**config.mk**
```make
export PLATFORM = sky130hd
export DESIGN_NAME = rgb_luma_range_compress_top
export DESIGN_NICKNAME = d
export VERILOG_FILES = /design/src/sv/rgbl_pkg.sv /design/src/sv/rgb_luma_range_compress_top.sv
export SDC_FILE = /design/constraint.sdc
export NUM_CORES = 1
export LEC_CHECK = 0
export BUFFER_PORTS_ARGS = -buffer_cell sky130_fd_sc_hd__buf_2
export CORE_MARGIN = 3
export CORE_UTILIZATION = 45
export CTS_CLUSTER_DIAMETER = 80
export DETAILED_ROUTE_END_ITERATION = 10
export PLACE_DENSITY_LB_ADDON = 0.1
export SYNTH_ARGS = -nofsm -noshare
export SYNTH_HDL_FRONTEND = slang
export SYNTH_SLANG_ARGS = --single-unit
```
**constraint.sdc**
```tcl
create_clock -name clk -period 7.4 [get_ports clk]
set_input_delay 0.74 -clock clk [delete_from_list [all_inputs] [get_ports clk]]
set_output_delay 0.74 -clock clk [all_outputs]
set_load 0.02 [all_outputs]
```
**src/sv/rgbl_pkg.sv**
```systemverilog
`default_nettype none

package rgbl_pkg;

  localparam int unsigned CHAN_W = 8;
  localparam int unsigned PIX_W  = 3 * CHAN_W;

  // Forward BT.601 matrix, 8-bit integer form: rows Y, Cb, Cr; columns R, G, B, offset
  localparam logic signed [10:0] FWD_Y_R  = 11'sd66;
  localparam logic signed [10:0] FWD_Y_G  = 11'sd129;
  localparam logic signed [10:0] FWD_Y_B  = 11'sd25;
  localparam logic signed [17:0] FWD_Y_K  = 18'sd4096;
  localparam logic signed [10:0] FWD_CB_R = -11'sd38;
  localparam logic signed [10:0] FWD_CB_G = -11'sd74;
  localparam logic signed [10:0] FWD_CB_B = 11'sd112;
  localparam logic signed [17:0] FWD_CB_K = 18'sd32768;
  localparam logic signed [10:0] FWD_CR_R = 11'sd112;
  localparam logic signed [10:0] FWD_CR_G = -11'sd94;
  localparam logic signed [10:0] FWD_CR_B = -11'sd18;
  localparam logic signed [17:0] FWD_CR_K = 18'sd32768;

  // Inverse matrix: rows R, G, B; columns Y, Cb, Cr, offset
  localparam logic signed [10:0] INV_Y    = 11'sd298;
  localparam logic signed [10:0] INV_R_CR = 11'sd409;
  localparam logic signed [19:0] INV_R_K  = -20'sd57068;
  localparam logic signed [10:0] INV_G_CB = -11'sd100;
  localparam logic signed [10:0] INV_G_CR = -11'sd208;
  localparam logic signed [19:0] INV_G_K  = 20'sd34707;
  localparam logic signed [10:0] INV_B_CB = 11'sd516;
  localparam logic signed [19:0] INV_B_K  = -20'sd70870;

  // Luma range compression: 16 + floor((219*y + 127) / 255)
  localparam logic [7:0]  LUMA_MUL   = 8'd219;
  localparam logic [6:0]  LUMA_BIAS  = 7'd127;
  localparam logic [15:0] RECIP_255  = 16'd32897;  // ceil(2^23 / 255), exact below 2^16
  localparam int unsigned RECIP_SH   = 23;
  localparam logic [7:0]  LUMA_FLOOR = 8'd16;

  localparam logic [7:0]  BYTE_MAX   = 8'd255;

endpackage

`default_nettype wire

```
**src/sv/rgb_luma_range_compress_top.sv**
```systemverilog
`default_nettype none

// RGB luma range compressor. Each beat on the in_ side carries one 8-bit RGB pixel; the
// block converts it to BT.601 YCbCr with the 8-bit integer matrix (each row floored by a
// shift of 8), remaps luma from full range to limited range as 16 + round(y*219/255),
// converts back with the inverse integer matrix and clamps each channel to 0..255. Chroma
// passes through untouched. Throughput is one pixel per clock while out_tready is high,
// with no dependence between pixels. An accepted input beat reaches out_tvalid through
// the five register stages: forward matrix, luma scale, divide by 255 (reciprocal
// multiply), inverse matrix, shift and clamp. Each stage holds its beat only while the
// stage after it is full and stalled, so bubbles are squeezed out and in_tready stays
// high while out_tready is low until the pipeline is truly full. No configuration, no
// state kept between pixels.
module rgb_luma_range_compress_top (
  input  wire logic        clk,
  input  wire logic        rst_n,
  input  wire logic        in_tvalid,
  output logic             in_tready,
  input  wire logic [23:0] in_tdata,   // [7:0] red_in, [15:8] green_in, [23:16] blue_in
  output logic             out_tvalid,
  input  wire logic        out_tready,
  output logic [23:0]      out_tdata   // [7:0] red_out, [15:8] green_out, [23:16] blue_out
);

  localparam int unsigned NSTG = 5;

  logic [NSTG-1:0] vld_r;
  logic [NSTG-1:0] rdy;

  // per-stage ready: take a beat when empty or when the next stage moves
  always_comb begin
    rdy[NSTG-1] = !vld_r[NSTG-1] || out_tready;
    for (int k = NSTG - 2; k >= 0; k--) begin
      rdy[k] = !vld_r[k] || rdy[k+1];
    end
  end

  assign in_tready = rdy[0];

  always_ff @(posedge clk) begin
    if (!rst_n) begin
      vld_r <= '0;
    end else begin
      if (rdy[0]) begin
        vld_r[0] <= in_tvalid;
      end
      for (int k = 1; k < NSTG; k++) begin
        if (rdy[k]) begin
          vld_r[k] <= vld_r[k-1];
        end
      end
    end
  end

  // ---------------- stage 0: forward matrix ----------------
  logic [7:0] red_in, green_in, blue_in;
  logic signed [17:0] rs, gs, bs;
  logic signed [17:0] y_sum, cb_sum, cr_sum;

  assign red_in   = in_tdata[7:0];
  assign green_in = in_tdata[15:8];
  assign blue_in  = in_tdata[23:16];
  assign rs = $signed({10'd0, red_in});
  assign gs = $signed({10'd0, green_in});
  assign bs = $signed({10'd0, blue_in});

  // All three sums stay positive and below 2^16 for byte inputs, so the floor shift
  // is a plain part-select; luma lands in 16..235 and needs no 0..255 clamp.
  assign y_sum  = rgbl_pkg::FWD_Y_R * rs + rgbl_pkg::FWD_Y_G * gs
                + rgbl_pkg::FWD_Y_B * bs + rgbl_pkg::FWD_Y_K;
  assign cb_sum = rgbl_pkg::FWD_CB_R * rs + rgbl_pkg::FWD_CB_G * gs
                + rgbl_pkg::FWD_CB_B * bs + rgbl_pkg::FWD_CB_K;
  assign cr_sum = rgbl_pkg::FWD_CR_R * rs + rgbl_pkg::FWD_CR_G * gs
                + rgbl_pkg::FWD_CR_B * bs + rgbl_pkg::FWD_CR_K;

  logic [7:0] s0_y_r, s0_cb_r, s0_cr_r;

  always_ff @(posedge clk) begin
    if (rdy[0] && in_tvalid) begin
      s0_y_r  <= y_sum[15:8];
      s0_cb_r <= cb_sum[15:8];
      s0_cr_r <= cr_sum[15:8];
    end
  end

  // ---------------- stage 1: luma scale ----------------
  // (438*y + 255) / 510 floors the same as (219*y + 127) / 255
  logic [15:0] luma_num;
  assign luma_num = 16'(rgbl_pkg::LUMA_MUL) * 16'(s0_y_r) + 16'(rgbl_pkg::LUMA_BIAS);

  logic [15:0] s1_t_r;
  logic [7:0]  s1_cb_r, s1_cr_r;

  always_ff @(posedge clk) begin
    if (rdy[1] && vld_r[0]) begin
      s1_t_r  <= luma_num;
      s1_cb_r <= s0_cb_r;
      s1_cr_r <= s0_cr_r;
    end
  end

  // ---------------- stage 2: divide by 255 ----------------
  logic [31:0] recip_prod;
  logic [7:0]  luma_lim;
  assign recip_prod = 32'(s1_t_r) * 32'(rgbl_pkg::RECIP_255);
  assign luma_lim   = recip_prod[rgbl_pkg::RECIP_SH +: 8] + rgbl_pkg::LUMA_FLOOR;

  logic [7:0] s2_y_r, s2_cb_r, s2_cr_r;

  always_ff @(posedge clk) begin
    if (rdy[2] && vld_r[1]) begin
      s2_y_r  <= luma_lim;
      s2_cb_r <= s1_cb_r;
      s2_cr_r <= s1_cr_r;
    end
  end

  // ---------------- stage 3: inverse matrix ----------------
  logic signed [19:0] ys, cbs, crs;
  logic signed [19:0] r_sum, g_sum, b_sum;

  assign ys  = $signed({12'd0, s2_y_r});
  assign cbs = $signed({12'd0, s2_cb_r});
  assign crs = $signed({12'd0, s2_cr_r});

  assign r_sum = rgbl_pkg::INV_Y * ys + rgbl_pkg::INV_R_CR * crs + rgbl_pkg::INV_R_K;
  assign g_sum = rgbl_pkg::INV_Y * ys + rgbl_pkg::INV_G_CB * cbs
               + rgbl_pkg::INV_G_CR * crs + rgbl_pkg::INV_G_K;
  assign b_sum = rgbl_pkg::INV_Y * ys + rgbl_pkg::INV_B_CB * cbs + rgbl_pkg::INV_B_K;

  logic signed [19:0] s3_r_r, s3_g_r, s3_b_r;

  always_ff @(posedge clk) begin
    if (rdy[3] && vld_r[2]) begin
      s3_r_r <= r_sum;
      s3_g_r <= g_sum;
      s3_b_r <= b_sum;
    end
  end

  // ---------------- stage 4: floor shift and clamp ----------------
  function automatic logic [7:0] clamp_byte(input logic signed [19:0] sum);
    logic signed [11:0] sh;
    sh = 12'(sum >>> 8);  // arithmetic shift floors toward minus infinity
    if (sh < 0) begin
      return '0;
    end else if (sh > $signed({4'd0, rgbl_pkg::BYTE_MAX})) begin
      return rgbl_pkg::BYTE_MAX;
    end
    return sh[7:0];
  endfunction

  logic [23:0] s4_pix_r;

  always_ff @(posedge clk) begin
    if (rdy[4] && vld_r[3]) begin
      s4_pix_r <= {clamp_byte(s3_b_r), clamp_byte(s3_g_r), clamp_byte(s3_r_r)};
    end
  end

  assign out_tvalid = vld_r[NSTG-1];
  assign out_tdata  = s4_pix_r;

  // ---------------- checks ----------------
  a_accept_lands: assert property (@(posedge clk) disable iff (!rst_n)
    in_tvalid && in_tready |=> vld_r[0])
    else $error("accepted beat did not reach the first stage");

  a_luma_range: assert property (@(posedge clk) disable iff (!rst_n)
    vld_r[2] |-> (s2_y_r >= 8'd16) && (s2_y_r <= 8'd235))
    else $error("compressed luma outside limited range");

  a_chroma_range: assert property (@(posedge clk) disable iff (!rst_n)
    vld_r[0] |-> (s0_cb_r >= 8'd16) && (s0_cb_r <= 8'd239)
              && (s0_cr_r >= 8'd16) && (s0_cr_r <= 8'd239))
    else $error("chroma outside 16..239");

  a_stall_holds_stage: assert property (@(posedge clk) disable iff (!rst_n)
    vld_r[3] && !rdy[4] |=> vld_r[3] && $stable(s3_r_r) && $stable(s3_b_r))
    else $error("stalled stage lost or changed its beat");

endmodule

`default_nettype wire

```
==> results.md <==
* Outcome: finished, final reports clean
* I/O pins at 54
* Most frequent cell after synthesis: ha_1
* ANT cells at 0
* Synth Warn # at 0
* Largest family of logic cells by synthesized area: adder cells
* Overflow after GRT at 0
* Reg2reg start: s2_cb_r[5]$_DFFE_PP_
* FF-to-FF path depth at 24
* Skew-Pair Late Insertion Delay at 0.46 ns
* Die ar. at 50500 um2
* Setup_tns at 0 ns
* Synth top area share at 33.3%
* Die Y at 225 um
* Synth async-reset ratio at 0%
* Final Max Slew Viols at 0
* Highest Signal Layer: met4
* Hold_ws at 0.413 ns
* Placer Congestion at 0.828
* Synth cell types at 64
* DR DRC count at 0
* Nets@finish at 2874
* Initial antenna violation count at 0
* Reg2reg end: s3_g_r[19]$_DFFE_PP_
* WL met2 at 22100 um
* Leading area contributor after synthesis: ha_1
* Buffer count from post-CTS setup fixing at 0
* Met3 wire length at 871 um
* H-tree depth at 4
* FP Rows at 79
* Worst-path clk slew at 0.07 ns
* Register area share after synthesis at 20.0%
* PostCTS Resize Cnt at 0
* Commonest cells in the netlist: ha_1 (573), inv_1 (389), fa_1 (178)
* CP Capture Point: s3_g_r[19]$_DFFE_PP_
* Area growth, synth to finish at 7.86%
* Iteration-0 DRC Markers at 441
* # setup viols final at 0
* Worst Clk Skew at 0.0121 ns
* Post-Syn Instances at 2028
* Bufs on Longest Clock Path at 2
* Die X-Extent at 225 um
* RSZ-0062 raised after global routing: false
* Initial Utilization at 45.9%
* Hold Crit Depth at 0
* HP Class: reg2reg
* Worst Tran Pin Value at 1.19 ns
* Largest net degree at the start of global routing at 37
* Adder-cell area share of the yosys netlist at 49.8%
* TritonCTS clock tree: yes
* Max Clk Rate at 147 MHz
* R2R setup slack at 0.61 ns
* Clock Sinks at 145
* Syn Area/Cell at 10.6 um2
* WL/cell at 15.6 um
* CP max FO at 7
* Req. time, crit path at 7.67 ns
* Proportion of layout cells with a drive suffix above 1 at 5.69%
* DP HPWL at 37000 um
* Simple-Gate Fraction of Synth Area at 5.73%
* DR vias/cell at 5.10
* Routed wire length at 42400 um
* Multiplexer share of the synthesized area at 0.0988%
* Cts bufs inserted at 17
* CP arrival at 7.06 ns
* Period minus WS final at 6.79 ns
* Post-synthesis compound-gate area fraction at 10.5%
* Met1 Wirelength at 18800 um
* Critical path class: reg2reg
* Startpoint types: register
* Post-Synthesis Cell Area at 21500 um2
* Hold Vio Cnt, Final at 0
* Core area at 47000 um2
* Max_slew headroom at 20.1%
* Final ANT Viol Nets at 0
* Fin crit share at 91.7%
* Port Buffers at 53
* Root Buffer: clkbuf_16
* Hold-fix buffer count after cts at 0
* Vias after detailed routing at 13800
* Post-synthesis xor/xnor area fraction at 6.85%
* Top cells by area, synth: ha_1 (33%), edfxtp_1 (20%), fa_1 (17%), inv_1 (6.8%), xnor2_1 (4.8%)
* Synth Register Bits at 145
* Main synth FF type: edfxtp_1
* Start point of the critical path: s2_cb_r[5]$_DFFE_PP_
* Synth Net Count at 2807
* Crit path capture type: register
* Vias in the first global route at 14500
* First-pass GRT wire length at 71200 um
* Global Route Usage Sum at 17.8%
* Max Cap Violations at 0
* First-pass detailed-route iteration total at 7
* Post-synth EDFFs at 140
routing by layer:
metal,vias up,GRT usage (%)
li1,7101,-
met1,6563,21.5
met2,140,33.4
met3,37,2.00
met4,0,4.70
met5,-,0
worst min path at each step:
stage	start	end	slack (ns)
after global routing	s1_cr_r[7]$_DFFE_PP_	s2_cr_r[7]$_DFFE_PP_	0.42
after global placement	s0_cb_r[5]$_DFFE_PP_	s1_cb_r[5]$_DFFE_PP_	0.40
final	s1_cr_r[7]$_DFFE_PP_	s2_cr_r[7]$_DFFE_PP_	0.41
after floorplan	s0_cb_r[0]$_DFFE_PP_	s1_cb_r[0]$_DFFE_PP_	0.40
after detailed placement	s0_cb_r[3]$_DFFE_PP_	s1_cb_r[3]$_DFFE_PP_	0.40
after CTS	s1_cr_r[7]$_DFFE_PP_	s2_cr_r[7]$_DFFE_PP_	0.41
final cells by class:
class                   instances  area (um2)
clock buffers                  17         425
clock inverters                15         196
fillers                      4340       23700
inverters                     389        1460
multi-input cells            1483       15800
flip-flops and latches        145        4300
well taps                     607         759
repair buffers                 59         310
worst max-delay path: stages (launching register included):
cell and delay, ns:
edfxtp_1 0.55, fa_1 0.59, fa_1 0.44, fa_1 0.50
ha_1 0.31, ha_1 0.33, nor2b_1 0.14, o21ai_0 0.23
a21oi_1 0.12, o21ai_0 0.16, nand2b_1 0.11, a21o_1 0.19
a21o_1 0.19, xor2_1 0.22, xor2_1 0.18, ha_1 0.25
ha_1 0.29, ha_1 0.33, nand3_1 0.09, nor3b_1 0.34
o31ai_1 0.15, a21boi_0 0.33, o21a_1 0.23, nor4_1 0.07
a311oi_1 0.24
sequential cells by signal (all words and copies together) (netlist names), 8 cells and up:
signal and flops:
s2_y_r 8, s3_g_r 12, s2_cb_r 8, s0_y_r 8, s0_cb_r 8, out_tdata 24, s1_cb_r 8, s3_r_r 12
s3_b_r 12, s2_cr_r 8, s0_cr_r 8, s1_cr_r 8, s1_t_r 16
layout by cell type (no fill, tap or decap), types with 8 or more instances in the layout:
| cell | count |
|---|---|
| nor3_1 | 31 |
| a21oi_1 | 99 |
| nor2b_1 | 29 |
| nand2_1 | 32 |
| o41a_1 | 26 |
| xnor2_1 | 118 |
| inv_1 | 389 |
| and2_1 | 8 |
| ha_1 | 573 |
| fa_1 | 178 |
| nand2b_1 | 15 |
| o21ai_0 | 41 |
| o21a_1 | 16 |
| xor2_1 | 44 |
| nand3_1 | 19 |
| clkbuf_16 | 17 |
| o21bai_1 | 33 |
| edfxtp_1 | 140 |
| a21o_1 | 33 |
| and3_1 | 9 |
| buf_2 | 53 |
| nor2_1 | 75 |
cell families (layout without fill, tap and decap cells):
kind of cell,after synthesis,in the layout
buffers and inverters,400,480
xor gates and xnor gates,165,165
and+or+nand+nor,247,247
AOI/OAI and AO/OA,318,318
adders and majority gates,751,751
muxes,2,2
DFF,145,145
per-stage QoR:
| step | util (%) | setup slack [ns] | instances | instance area [um2] |
|---|---|---|---|---|
| 3_5_place_dp | 48.1 | 0.722 | 2683 | 22600 |
| 5_1_grt | 49.5 | 0.0687 | 2715 | 23200 |
| 2_1_floorplan | - | 1.24 | 2028 | 21500 |
| 4_1_cts | 49.5 | 0.642 | 2715 | 23200 |
| 6_report | 49.5 | 0.611 | 2715 | 23200 |
| 3_3_place_gp | 48.1 | 0.825 | 2683 | 22600 |
Power is left out: the tool's default activity adds up to more than one toggle a clock period on the data nets, which glitch-free logic cannot reach.
